===== config.mk =====
export PLATFORM = sky130hd
export DESIGN_NAME = pmt_charge_gate_digitizer_flat
export DESIGN_NICKNAME = d
export VERILOG_FILES = /design/src/rtl/pcgd_pkg.sv /design/src/rtl/pcgd_if.sv /design/src/rtl/pcgd_front.sv /design/src/rtl/pcgd_queue.sv /design/src/rtl/pcgd_back.sv /design/src/rtl/pmt_charge_gate_digitizer.sv /design/src/flat_wrapper.sv
export SDC_FILE = /design/constraint.sdc
export NUM_CORES = 2
export LEC_CHECK = 0
export ABC_AREA = 1
export CORE_MARGIN = 2
export CORE_UTILIZATION = 50
export CTS_CLUSTER_DIAMETER = 60
export CTS_CLUSTER_SIZE = 24
export DETAILED_ROUTE_END_ITERATION = 8
export DONT_BUFFER_PORTS = 1
export PLACE_DENSITY = 0.66
export SETUP_SLACK_MARGIN = 0.4
export SLEW_MARGIN = 20
export SYNTH_ARGS = -nofsm -noshare
export SYNTH_HDL_FRONTEND = slang
export SYNTH_HIERARCHICAL = 1
export SYNTH_SLANG_ARGS = --single-unit

===== constraint.sdc =====
create_clock -name clk -period 11.1 [get_ports clk]
set_clock_uncertainty 0.15 [all_clocks]
set_input_delay 1.665 -clock clk [delete_from_list [all_inputs] [get_ports clk]]
set_output_delay 1.665 -clock clk [all_outputs]
set_load 0.05 [all_outputs]

===== src/rtl/pcgd_pkg.sv =====
// Shared types, constants and helpers for the charge gate digitizer.
package pcgd_pkg;

	// Fixed field widths of the hit and digit items.
	localparam int TUBE_W   = 16;
	localparam int HTIME_W  = 32;
	localparam int CHARGE_W = 16;
	localparam int INDEX_W  = 8;
	localparam int DTIME_W  = 32;
	localparam int DCHG_W   = 24;

	// Configuration port layout.
	localparam int CFG_IDX_W  = 3;
	localparam int CFG_DATA_W = 24;

	// Default structural sizes.
	localparam int TIME_BITS_DEF   = 32;
	localparam int SUM_BITS_DEF    = 24;
	localparam int QUEUE_DEPTH_DEF = 4;

	// Gain is unsigned Q1.15.
	localparam int GAIN_FRAC = 15;
	localparam logic [DCHG_W-1:0] CHARGE_MAX = '1;
	localparam logic [INDEX_W-1:0] INDEX_MAX = '1;

	// Register reset values.
	localparam logic [15:0] GATE_WIDTH_RST      = 16'd1600;
	localparam logic        DEADTIME_EN_RST     = 1'b0;
	localparam logic [15:0] DEADTIME_LENGTH_RST = 16'd4000;
	localparam logic [23:0] CHARGE_THRESH_RST   = 24'd0;
	localparam logic [15:0] EFF_GAIN_RST        = 16'd32276;

	// Register indexes on the configuration port.
	typedef enum logic [CFG_IDX_W-1:0] {
		CFG_GATE_WIDTH      = 3'd0,
		CFG_DEADTIME_ENABLE = 3'd1,
		CFG_DEADTIME_LENGTH = 3'd2,
		CFG_CHARGE_THRESH   = 3'd3,
		CFG_EFF_GAIN        = 3'd4
	} cfg_idx_t;

	// Register file contents.
	typedef struct packed {
		logic [15:0] gate_width;
		logic        deadtime_enable;
		logic [15:0] deadtime_length;
		logic [23:0] charge_threshold;
		logic [15:0] efficiency_gain;
	} cfg_t;

	// Queue handshake between front and back.
	typedef struct packed {
		logic valid;
		logic pop;
	} queue_ctl_t;

	// Ordinal counter that sticks at its top value.
	function automatic logic [INDEX_W-1:0] sat_inc_index(input logic [INDEX_W-1:0] v);
		sat_inc_index = (v == INDEX_MAX) ? v : v + INDEX_W'(1);
	endfunction

endpackage


===== src/rtl/pcgd_if.sv =====
// Hit and digit channel interfaces with valid/ready handshake.
interface pcgd_hit_if;
	logic                           valid;
	logic                           ready;
	logic [pcgd_pkg::TUBE_W-1:0]    tube_id;
	logic [pcgd_pkg::HTIME_W-1:0]   hit_time;
	logic [pcgd_pkg::CHARGE_W-1:0]  hit_charge;
	logic                           first_hit;
	logic                           last_hit;

	modport source(output valid, tube_id, hit_time, hit_charge, first_hit, last_hit,
		input ready);
	modport sink(input valid, tube_id, hit_time, hit_charge, first_hit, last_hit,
		output ready);
endinterface

interface pcgd_digit_if;
	logic                           valid;
	logic                           ready;
	logic [pcgd_pkg::TUBE_W-1:0]    digit_tube;
	logic [pcgd_pkg::INDEX_W-1:0]   digit_index;
	logic [pcgd_pkg::DTIME_W-1:0]   digit_time;
	logic [pcgd_pkg::DCHG_W-1:0]    digit_charge;
	logic                           last_of_run;

	modport source(output valid, digit_tube, digit_index, digit_time, digit_charge,
		last_of_run, input ready);
	modport sink(input valid, digit_tube, digit_index, digit_time, digit_charge,
		last_of_run, output ready);
endinterface


===== src/rtl/pcgd_front.sv =====
// Front end: window tracking per hit and classification of emission attempts.
module pcgd_front #(
	parameter int TIME_BITS = pcgd_pkg::TIME_BITS_DEF,
	parameter int SUM_BITS  = pcgd_pkg::SUM_BITS_DEF,
	parameter int ENTRY_W   = pcgd_pkg::TUBE_W
		+ 2 * (1 + pcgd_pkg::INDEX_W + pcgd_pkg::DTIME_W + SUM_BITS)
) (
	input  logic                 clk,
	input  logic                 arst_n,
	input  pcgd_pkg::cfg_t       cfg,
	pcgd_hit_if.sink             hit,
	input  logic                 q_full,
	output logic                 q_push,
	output logic [ENTRY_W-1:0]   q_data
);
	import pcgd_pkg::*;

	// One queue entry: up to two attempts that passed the threshold.
	typedef struct packed {
		logic [TUBE_W-1:0]   tube;
		logic                a_v;
		logic [INDEX_W-1:0]  a_idx;
		logic [DTIME_W-1:0]  a_time;
		logic [SUM_BITS-1:0] a_sum;
		logic                b_v;
		logic [INDEX_W-1:0]  b_idx;
		logic [DTIME_W-1:0]  b_time;
		logic [SUM_BITS-1:0] b_sum;
	} entry_t;

	// Window state.
	logic [TIME_BITS-1:0] win_start_q;
	logic [TIME_BITS:0]   win_end_q;
	logic [SUM_BITS-1:0]  sum_q;
	logic                 pending_q;
	logic [INDEX_W-1:0]   digits_q;
	logic [TUBE_W-1:0]    tube_q;

	logic [63:0]          t_ext;
	logic [TIME_BITS-1:0] t;
	logic [SUM_BITS-1:0]  q_sb;
	logic [15:0]          dead;
	logic [TIME_BITS:0]   end_new;
	logic                 accept;

	logic [TIME_BITS-1:0] ws1;
	logic [TIME_BITS:0]   we1;
	logic [SUM_BITS-1:0]  sum1, sum2, sum3;
	logic [SUM_BITS:0]    sum_add;
	logic                 pend1, pend2, pend3, pend4;
	logic [INDEX_W-1:0]   dig1, dig2, dig3;
	logic [TUBE_W-1:0]    tube1;
	logic                 in_win, make, pass_a, opens, pass_b;
	logic [TIME_BITS-1:0] ws3;
	logic [TIME_BITS:0]   we3;
	logic [63:0]          ws1_ext, t_ext2;
	entry_t               ent;

	assign accept = hit.valid && hit.ready;
	assign hit.ready = !q_full;

	// Hit time and charge in internal widths.
	always_comb begin
		t_ext   = 64'(hit.hit_time);
		t       = t_ext[TIME_BITS-1:0];
		t_ext2  = 64'(t);
		q_sb    = SUM_BITS'(hit.hit_charge);
		dead    = cfg.deadtime_enable ? cfg.deadtime_length : 16'd0;
		end_new = {1'b0, t} + (TIME_BITS+1)'(cfg.gate_width);
	end

	// First hit of a tube restarts the bookkeeping.
	always_comb begin
		if (hit.first_hit) begin
			tube1 = hit.tube_id;
			ws1   = t;
			we1   = end_new;
			sum1  = '0;
			pend1 = 1'b0;
			dig1  = '0;
		end else begin
			tube1 = tube_q;
			ws1   = win_start_q;
			we1   = win_end_q;
			sum1  = sum_q;
			pend1 = pending_q;
			dig1  = digits_q;
		end
	end

	// Charge integration and the closing attempt.
	always_comb begin
		in_win  = (t >= ws1) && ({1'b0, t} <= we1);
		sum_add = {1'b0, sum1} + {1'b0, q_sb};
		if (in_win) begin
			sum2  = sum_add[SUM_BITS] ? '1 : sum_add[SUM_BITS-1:0];
			pend2 = 1'b1;
			make  = hit.last_hit;
		end else begin
			sum2  = sum1;
			pend2 = pend1;
			make  = pend1;
		end
		pass_a = make && (64'(sum2) >= 64'(cfg.charge_threshold));
		dig2   = pass_a ? sat_inc_index(dig1) : dig1;
		pend3  = pass_a ? 1'b0 : pend2;
	end

	// A hit beyond the deadtime opens a fresh window.
	always_comb begin
		opens  = {2'b0, t} > ({1'b0, we1} + (TIME_BITS+2)'(dead));
		pass_b = opens && hit.last_hit && (64'(q_sb) >= 64'(cfg.charge_threshold));
		dig3   = pass_b ? sat_inc_index(dig2) : dig2;
		if (opens) begin
			ws3   = t;
			we3   = end_new;
			sum3  = q_sb;
			pend4 = !pass_b;
		end else begin
			ws3   = ws1;
			we3   = we1;
			sum3  = sum2;
			pend4 = pend3;
		end
	end

	// Queue entry packing.
	always_comb begin
		ws1_ext    = 64'(ws1);
		ent.tube   = tube1;
		ent.a_v    = pass_a;
		ent.a_idx  = dig1;
		ent.a_time = ws1_ext[DTIME_W-1:0];
		ent.a_sum  = sum2;
		ent.b_v    = pass_b;
		ent.b_idx  = dig2;
		ent.b_time = t_ext2[DTIME_W-1:0];
		ent.b_sum  = q_sb;
	end

	assign q_push = accept && (pass_a || pass_b);
	assign q_data = ent;

	// State update on every accepted hit.
	always_ff @(posedge clk or negedge arst_n) begin
		if (!arst_n) begin
			win_start_q <= '0;
			win_end_q   <= '0;
			sum_q       <= '0;
			pending_q   <= 1'b0;
			digits_q    <= '0;
			tube_q      <= '0;
		end else if (accept) begin
			win_start_q <= ws3;
			win_end_q   <= we3;
			sum_q       <= sum3;
			pending_q   <= pend4;
			digits_q    <= dig3;
			tube_q      <= tube1;
		end
	end

endmodule


===== src/rtl/pcgd_queue.sv =====
// Short queue of attempt records between the front and back ends.
module pcgd_queue #(
	parameter int WIDTH = 8,
	parameter int DEPTH = pcgd_pkg::QUEUE_DEPTH_DEF
) (
	input  logic                 clk,
	input  logic                 arst_n,
	input  logic                 push,
	input  logic [WIDTH-1:0]     din,
	output logic                 full,
	output pcgd_pkg::queue_ctl_t ctl_out,
	input  logic                 pop,
	output logic [WIDTH-1:0]     dout
);
	import pcgd_pkg::*;

	localparam int IW = $clog2(DEPTH);
	localparam int CW = $clog2(DEPTH + 1);

	logic [WIDTH-1:0] mem_q [DEPTH];
	logic [IW-1:0]    wr_ptr_q, rd_ptr_q;
	logic [CW-1:0]    count_q;
	logic             do_pop;

	assign full          = (count_q == CW'(DEPTH));
	assign ctl_out.valid = (count_q != '0);
	assign ctl_out.pop   = do_pop;
	assign do_pop        = pop && (count_q != '0);
	assign dout          = mem_q[rd_ptr_q];

	// Storage write.
	always_ff @(posedge clk) begin
		if (push) begin
			mem_q[wr_ptr_q] <= din;
		end
	end

	// Pointers and fill count.
	always_ff @(posedge clk or negedge arst_n) begin
		if (!arst_n) begin
			wr_ptr_q <= '0;
			rd_ptr_q <= '0;
			count_q  <= '0;
		end else begin
			if (push) begin
				wr_ptr_q <= (wr_ptr_q == IW'(DEPTH - 1)) ? '0 : wr_ptr_q + IW'(1);
			end
			if (do_pop) begin
				rd_ptr_q <= (rd_ptr_q == IW'(DEPTH - 1)) ? '0 : rd_ptr_q + IW'(1);
			end
			if (push && !do_pop) begin
				count_q <= count_q + CW'(1);
			end else if (!push && do_pop) begin
				count_q <= count_q - CW'(1);
			end
		end
	end

endmodule


===== src/rtl/pcgd_back.sv =====
// Back end: gain scaling, saturation, zero drop and digit output.
module pcgd_back #(
	parameter int SUM_BITS = pcgd_pkg::SUM_BITS_DEF,
	parameter int ENTRY_W  = pcgd_pkg::TUBE_W
		+ 2 * (1 + pcgd_pkg::INDEX_W + pcgd_pkg::DTIME_W + SUM_BITS)
) (
	input  logic                 clk,
	input  logic                 arst_n,
	input  logic [15:0]          efficiency_gain,
	input  pcgd_pkg::queue_ctl_t q_ctl,
	output logic                 q_pop,
	input  logic [ENTRY_W-1:0]   q_data,
	pcgd_digit_if.source         digit
);
	import pcgd_pkg::*;

	localparam int PW = SUM_BITS + 16;

	typedef struct packed {
		logic [TUBE_W-1:0]   tube;
		logic                a_v;
		logic [INDEX_W-1:0]  a_idx;
		logic [DTIME_W-1:0]  a_time;
		logic [SUM_BITS-1:0] a_sum;
		logic                b_v;
		logic [INDEX_W-1:0]  b_idx;
		logic [DTIME_W-1:0]  b_time;
		logic [SUM_BITS-1:0] b_sum;
	} entry_t;

	// Round to nearest after the Q1.15 product and clamp to the output width.
	function automatic logic [DCHG_W-1:0] scale_sat(input logic [PW-1:0] p);
		logic [PW:0]  rnd;
		logic [63:0]  sc;
		rnd = {1'b0, p} + (PW+1)'(1 << (GAIN_FRAC - 1));
		sc  = 64'(rnd[PW:GAIN_FRAC]);
		scale_sat = (sc > 64'(CHARGE_MAX)) ? CHARGE_MAX : sc[DCHG_W-1:0];
	endfunction

	entry_t           ent;
	logic [PW-1:0]    mult_a, mult_b;

	// Stage 1: products.
	logic               v_s1;
	logic [TUBE_W-1:0]  tube_s1;
	logic               a_v_s1, b_v_s1;
	logic [INDEX_W-1:0] a_idx_s1, b_idx_s1;
	logic [DTIME_W-1:0] a_time_s1, b_time_s1;
	logic [PW-1:0]      a_prod_s1, b_prod_s1;

	// Stage 2: digits waiting for transfer.
	logic               a_s2, b_s2;
	logic [TUBE_W-1:0]  tube_s2;
	logic [INDEX_W-1:0] a_idx_s2, b_idx_s2;
	logic [DTIME_W-1:0] a_time_s2, b_time_s2;
	logic [DCHG_W-1:0]  a_chg_s2, b_chg_s2;

	logic [DCHG_W-1:0]  a_chg, b_chg;
	logic               xfer, s2_free, s1_adv, s1_free, pop;

	assign ent    = q_data;
	assign mult_a = PW'(ent.a_sum) * PW'(efficiency_gain);
	assign mult_b = PW'(ent.b_sum) * PW'(efficiency_gain);
	assign a_chg  = scale_sat(a_prod_s1);
	assign b_chg  = scale_sat(b_prod_s1);

	// Flow control through the two stages.
	assign xfer    = digit.valid && digit.ready;
	assign s2_free = !(a_s2 || b_s2) || (digit.ready && !(a_s2 && b_s2));
	assign s1_adv  = v_s1 && s2_free;
	assign s1_free = !v_s1 || s1_adv;
	assign pop     = q_ctl.valid && s1_free;
	assign q_pop   = pop;

	// Stage 1 payload.
	always_ff @(posedge clk) begin
		if (pop) begin
			tube_s1   <= ent.tube;
			a_v_s1    <= ent.a_v;
			b_v_s1    <= ent.b_v;
			a_idx_s1  <= ent.a_idx;
			b_idx_s1  <= ent.b_idx;
			a_time_s1 <= ent.a_time;
			b_time_s1 <= ent.b_time;
			a_prod_s1 <= mult_a;
			b_prod_s1 <= mult_b;
		end
	end

	// Stage 2 payload.
	always_ff @(posedge clk) begin
		if (s1_adv) begin
			tube_s2   <= tube_s1;
			a_idx_s2  <= a_idx_s1;
			b_idx_s2  <= b_idx_s1;
			a_time_s2 <= a_time_s1;
			b_time_s2 <= b_time_s1;
			a_chg_s2  <= a_chg;
			b_chg_s2  <= b_chg;
		end
	end

	// Occupancy: a digit with zero charge is dropped here.
	always_ff @(posedge clk or negedge arst_n) begin
		if (!arst_n) begin
			v_s1 <= 1'b0;
			a_s2 <= 1'b0;
			b_s2 <= 1'b0;
		end else begin
			if (pop) begin
				v_s1 <= 1'b1;
			end else if (s1_adv) begin
				v_s1 <= 1'b0;
			end
			if (s1_adv) begin
				a_s2 <= a_v_s1 && (a_chg != '0);
				b_s2 <= b_v_s1 && (b_chg != '0);
			end else if (xfer) begin
				if (a_s2) begin
					a_s2 <= 1'b0;
				end else begin
					b_s2 <= 1'b0;
				end
			end
		end
	end

	// Output selection: the earlier attempt goes first.
	assign digit.valid        = a_s2 || b_s2;
	assign digit.digit_tube   = tube_s2;
	assign digit.digit_index  = a_s2 ? a_idx_s2 : b_idx_s2;
	assign digit.digit_time   = a_s2 ? a_time_s2 : b_time_s2;
	assign digit.digit_charge = a_s2 ? a_chg_s2 : b_chg_s2;
	assign digit.last_of_run  = a_s2 ? !b_s2 : 1'b1;

endmodule


===== src/rtl/pmt_charge_gate_digitizer.sv =====
// A hit's digits pass through the attempt queue, the product stage and the output stage before they are offered.
// Throughput: one hit per cycle while hit.ready is high; a hit that yields two digits offers them one after the other,
// and the four-entry attempt queue absorbs such bursts before hit.ready drops.
// The window update (compares and one saturating add) finishes in the accepting cycle.
// Reset (arst_n low) clears the window state, the queue and the output stages and
// loads the register defaults; no clearing pass is needed.
module pmt_charge_gate_digitizer #(
	parameter int TIME_BITS   = pcgd_pkg::TIME_BITS_DEF,
	parameter int SUM_BITS    = pcgd_pkg::SUM_BITS_DEF,
	parameter int QUEUE_DEPTH = pcgd_pkg::QUEUE_DEPTH_DEF
) (
	input  logic                            clk,
	input  logic                            arst_n,
	pcgd_hit_if.sink                        hit,
	pcgd_digit_if.source                    digit,
	input  logic                            cfg_we,
	input  logic [pcgd_pkg::CFG_IDX_W-1:0]  cfg_index,
	input  logic [pcgd_pkg::CFG_DATA_W-1:0] cfg_wdata
);
	import pcgd_pkg::*;

	localparam int ENTRY_W = TUBE_W + 2 * (1 + INDEX_W + DTIME_W + SUM_BITS);

	cfg_t               cfg_q;
	logic               q_full, q_push, q_pop;
	logic [ENTRY_W-1:0] q_din, q_dout;
	queue_ctl_t         q_ctl;

	// Configuration registers.
	always_ff @(posedge clk or negedge arst_n) begin
		if (!arst_n) begin
			cfg_q.gate_width       <= GATE_WIDTH_RST;
			cfg_q.deadtime_enable  <= DEADTIME_EN_RST;
			cfg_q.deadtime_length  <= DEADTIME_LENGTH_RST;
			cfg_q.charge_threshold <= CHARGE_THRESH_RST;
			cfg_q.efficiency_gain  <= EFF_GAIN_RST;
		end else if (cfg_we) begin
			unique case (cfg_idx_t'(cfg_index))
				CFG_GATE_WIDTH:      cfg_q.gate_width       <= cfg_wdata[15:0];
				CFG_DEADTIME_ENABLE: cfg_q.deadtime_enable  <= cfg_wdata[0];
				CFG_DEADTIME_LENGTH: cfg_q.deadtime_length  <= cfg_wdata[15:0];
				CFG_CHARGE_THRESH:   cfg_q.charge_threshold <= cfg_wdata[23:0];
				CFG_EFF_GAIN:        cfg_q.efficiency_gain  <= cfg_wdata[15:0];
				default: begin
				end
			endcase
		end
	end

	// Window tracking and attempt classification.
	pcgd_front #(
		.TIME_BITS(TIME_BITS),
		.SUM_BITS (SUM_BITS),
		.ENTRY_W  (ENTRY_W)
	) u_front (
		.clk   (clk),
		.arst_n(arst_n),
		.cfg   (cfg_q),
		.hit   (hit),
		.q_full(q_full),
		.q_push(q_push),
		.q_data(q_din)
	);

	// Attempt queue.
	pcgd_queue #(
		.WIDTH(ENTRY_W),
		.DEPTH(QUEUE_DEPTH)
	) u_queue (
		.clk    (clk),
		.arst_n (arst_n),
		.push   (q_push),
		.din    (q_din),
		.full   (q_full),
		.ctl_out(q_ctl),
		.pop    (q_pop),
		.dout   (q_dout)
	);

	// Scaling and digit output.
	pcgd_back #(
		.SUM_BITS(SUM_BITS),
		.ENTRY_W (ENTRY_W)
	) u_back (
		.clk            (clk),
		.arst_n         (arst_n),
		.efficiency_gain(cfg_q.efficiency_gain),
		.q_ctl          (q_ctl),
		.q_pop          (q_pop),
		.q_data         (q_dout),
		.digit          (digit)
	);

endmodule

===== src/flat_wrapper.sv =====
// flat-port wrapper written by rule: the top's interface ports become plain ports
module pmt_charge_gate_digitizer_flat import pcgd_pkg::*;
#(
	parameter int TIME_BITS   = pcgd_pkg::TIME_BITS_DEF,
	parameter int SUM_BITS    = pcgd_pkg::SUM_BITS_DEF,
	parameter int QUEUE_DEPTH = pcgd_pkg::QUEUE_DEPTH_DEF
)
  (clk, arst_n, cfg_we, cfg_index, cfg_wdata, hit_valid, hit_tube_id, hit_hit_time, hit_hit_charge, hit_first_hit, hit_last_hit, hit_ready, digit_valid, digit_digit_tube, digit_digit_index, digit_digit_time, digit_digit_charge, digit_last_of_run, digit_ready);
  pcgd_hit_if hit_i ();
  pcgd_digit_if digit_i ();
  input  logic clk;
  input  logic arst_n;
  input  logic cfg_we;
  input  logic [pcgd_pkg::CFG_IDX_W-1:0] cfg_index;
  input  logic [pcgd_pkg::CFG_DATA_W-1:0] cfg_wdata;
  input wire logic [$bits(hit_i.valid)-1:0] hit_valid;
  input wire logic [$bits(hit_i.tube_id)-1:0] hit_tube_id;
  input wire logic [$bits(hit_i.hit_time)-1:0] hit_hit_time;
  input wire logic [$bits(hit_i.hit_charge)-1:0] hit_hit_charge;
  input wire logic [$bits(hit_i.first_hit)-1:0] hit_first_hit;
  input wire logic [$bits(hit_i.last_hit)-1:0] hit_last_hit;
  output wire logic [$bits(hit_i.ready)-1:0] hit_ready;
  output wire logic [$bits(digit_i.valid)-1:0] digit_valid;
  output wire logic [$bits(digit_i.digit_tube)-1:0] digit_digit_tube;
  output wire logic [$bits(digit_i.digit_index)-1:0] digit_digit_index;
  output wire logic [$bits(digit_i.digit_time)-1:0] digit_digit_time;
  output wire logic [$bits(digit_i.digit_charge)-1:0] digit_digit_charge;
  output wire logic [$bits(digit_i.last_of_run)-1:0] digit_last_of_run;
  input wire logic [$bits(digit_i.ready)-1:0] digit_ready;
  assign hit_i.valid = hit_valid;
  assign hit_i.tube_id = hit_tube_id;
  assign hit_i.hit_time = hit_hit_time;
  assign hit_i.hit_charge = hit_hit_charge;
  assign hit_i.first_hit = hit_first_hit;
  assign hit_i.last_hit = hit_last_hit;
  assign hit_ready = hit_i.ready;
  assign digit_valid = digit_i.valid;
  assign digit_digit_tube = digit_i.digit_tube;
  assign digit_digit_index = digit_i.digit_index;
  assign digit_digit_time = digit_i.digit_time;
  assign digit_digit_charge = digit_i.digit_charge;
  assign digit_last_of_run = digit_i.last_of_run;
  assign digit_i.ready = digit_ready;
  pmt_charge_gate_digitizer #(.TIME_BITS(TIME_BITS), .SUM_BITS(SUM_BITS), .QUEUE_DEPTH(QUEUE_DEPTH)) u_core (.clk(clk), .arst_n(arst_n), .hit(hit_i), .digit(digit_i), .cfg_we(cfg_we), .cfg_index(cfg_index), .cfg_wdata(cfg_wdata));
endmodule

==> flow_metrics.env <==
export IMPL_fillers=13919
export IMPL_antennaDiodeCount=0
export IMPL_cp_max_fo=46
export IMPL_overflow=0
export IMPL_hold_viol_final=0
export IMPL_drtIter0Drc=4633
export IMPL_finalSetupViolCount=0
export IMPL_grt_setup_unrepaired="no"
export IMPL_track_usage=0.252
export IMPL_nNetsFinal=9392
export IMPL_r2r_cells=47
export IMPL_routedWlPerCell_um=19.2
export IMPL_start_util=0.504
export IMPL_dr_total_vias=55709
export IMPL_fin_crit_ns=9.63
export IMPL_first_global_vias=55212
export IMPL_seq_area_mm2=0.0313
export IMPL_setup_tns_ns=0
export IMPL_num_rows=144
export IMPL_max_stage_delay_ns=0.64
export IMPL_syn_to_final_growth_pct=5.20
export IMPL_cts_root_buf="clkbuf_16"
export IMPL_fp_dieW_um=398
export IMPL_post_route_period_util=0.867
export IMPL_crit_slowest_cell="buf_4"
export IMPL_placed_area_mm2=0.0785
export IMPL_place_congestion=0.941
export IMPL_cts_resized_gates=0
export IMPL_maxSlewHeadroom=0.191
export IMPL_first_pass_iters=6
export IMPL_synth_area_mm2=0.0778
export IMPL_die_area_mm2=0.159
export IMPL_cp_end_kind="flip-flop"
export IMPL_clkTransAtPathRegs_ns=0.09
export IMPL_hold_depth=0
export IMPL_portBuffers=0
export IMPL_numCtsBuffers=88
export IMPL_required_ns=11.31
export IMPL_clock_sinks=1075
export IMPL_synthCells=8539
export IMPL_cts_htree_levels=3
export IMPL_dp_hpwl_um=141000
export IMPL_drc=0
export IMPL_arrival_ns=9.84
export IMPL_core_region_area_mm2=0.154
export IMPL_antenna_found_initial=2
export IMPL_crit_start="hit_hit_time[2]"
export IMPL_chipHeight_um=398
export IMPL_hold_class="reg2reg"
export IMPL_ant_nets=0
export IMPL_maxCapViolations=0
export IMPL_hp_start="u_core/u_back/b_time_s1[8]"
export IMPL_status="finished clean"
export IMPL_fin_util=0.530
export IMPL_routed_wirelength_um=200000
export IMPL_critPathLaunchType="input pin"
export IMPL_clock_fmax_ghz=0.104
export IMPL_vias_per_cell=5.36
export IMPL_clockBufferDepth=3
export IMPL_cpMostUsedCell="nand2_1"
export IMPL_dp_cells=10223
export IMPL_grt_pass1_wl_um=311000
export IMPL_cts_tree="done"
export IMPL_clock_latency_ns=0.75
export IMPL_critPathKind="in2reg"
export IMPL_drive_above_1_share=0.0471
export IMPL_yosysWarnings=6
export IMPL_postCtsSetupRepairBufs=0
export IMPL_tightest_slew_ns=1.21
export IMPL_multi_input_area_mm2=0.0375
export IMPL_report_final_slew_viol_count=0
export IMPL_stdcell_count=10390
export IMPL_r2r_start="u_core/cfg_q[66]"
export IMPL_ctsHoldBuffers=0
export IMPL_avgSynthCellArea_um2=9.11
export IMPL_grt_max_degree=198
export IMPL_io_pins=181
export IMPL_finish_instance_area_mm2=0.0818
==> state kept, by name (all words and copies together), names as in the netlist, 24 cells and up <==
name	count
u_core/cfg_q	73
u_core/u_back/a_chg_s2	24
u_core/u_back/a_prod_s1	26
u_core/u_back/a_time_s1	32
u_core/u_back/a_time_s2	32
u_core/u_back/b_chg_s2	24
u_core/u_back/b_prod_s1	26
u_core/u_back/b_time_s1	32
u_core/u_back/b_time_s2	32
u_core/u_front/sum_q	24
u_core/u_front/win_end_q	33
u_core/u_front/win_start_q	32
u_core/u_queue/mem_q	584
==> placed cells by master (no fill, tap or decap), types with 51 or more instances in the layout <==
| master | count |
|---|---|
| ha_1 | 410 |
| clkbuf_16 | 90 |
| buf_4 | 56 |
| nor2_1 | 349 |
| xor2_1 | 105 |
| nand4_1 | 51 |
| dfrtp_1 | 177 |
| o21ai_0 | 245 |
| o211ai_1 | 289 |
| inv_1 | 1733 |
| fa_1 | 614 |
| edfxtp_1 | 878 |
| a21oi_1 | 281 |
| nand3_1 | 185 |
| nand2_1 | 2362 |
==> routing by layer <==
layer / vias to the layer above / wire (um) / GRT usage
met4: 2 / 4900 / 0.0706
met2: 1927 / 95700 / 0.420
li1: 26170 / - / -
met5: - / 12 / 0
met3: 258 / 13900 / 0.0377
met1: 27352 / 85400 / 0.343
==> final cells by class <==
type | instances | share of cell area
multi-input combinational | 5281 | 0.458
sequential | 1075 | 0.383
inverter | 1761 | 0.0812
tap | 2044 | 0.0313
clock buffer | 102 | 0.0284
clock inverter | 64 | 0.0112
timing repair buffer | 63 | 0.00694
==> worst max-delay path, delay by kind of cell <==
family | cells | cell delay [ns]
and+or+nand+nor | 28 | 2.75
AOI/OAI and AO/OA | 11 | 2.82
adders and majority gates | 3 | 0.86
buffers and inverters | 5 | 1.57
xor gates and xnor gates | 1 | 0.12
==> stage by stage <==
step	hold slack, ns	worst slack [ns]
after detailed placement	0.255	0.773
final	0.261	1.47
after CTS	0.263	1.53
after global routing	0.268	0.736
after floorplan	0.250	1.21
after global placement	0.251	0.819
==> path summary, 6_finish.rpt <==
check | endpoint | slack, ns
worst max-delay path | u_core/u_queue/mem_q[2][36] | 1.47
worst min-delay path | u_core/u_back/b_time_s2[8] | 0.26
worst max register to register | u_core/u_queue/mem_q[2][36] | 1.91
worst min register to register | u_core/u_back/b_time_s2[8] | 0.26
max in group asynchronous | u_core/u_queue/rd_ptr_q[1] | 9.84
min in group asynchronous | u_core/cfg_q[37] | 0.49
Power is left out: the tool's default activity adds up to more than one toggle a clock period on the data nets, which glitch-free logic cannot reach.
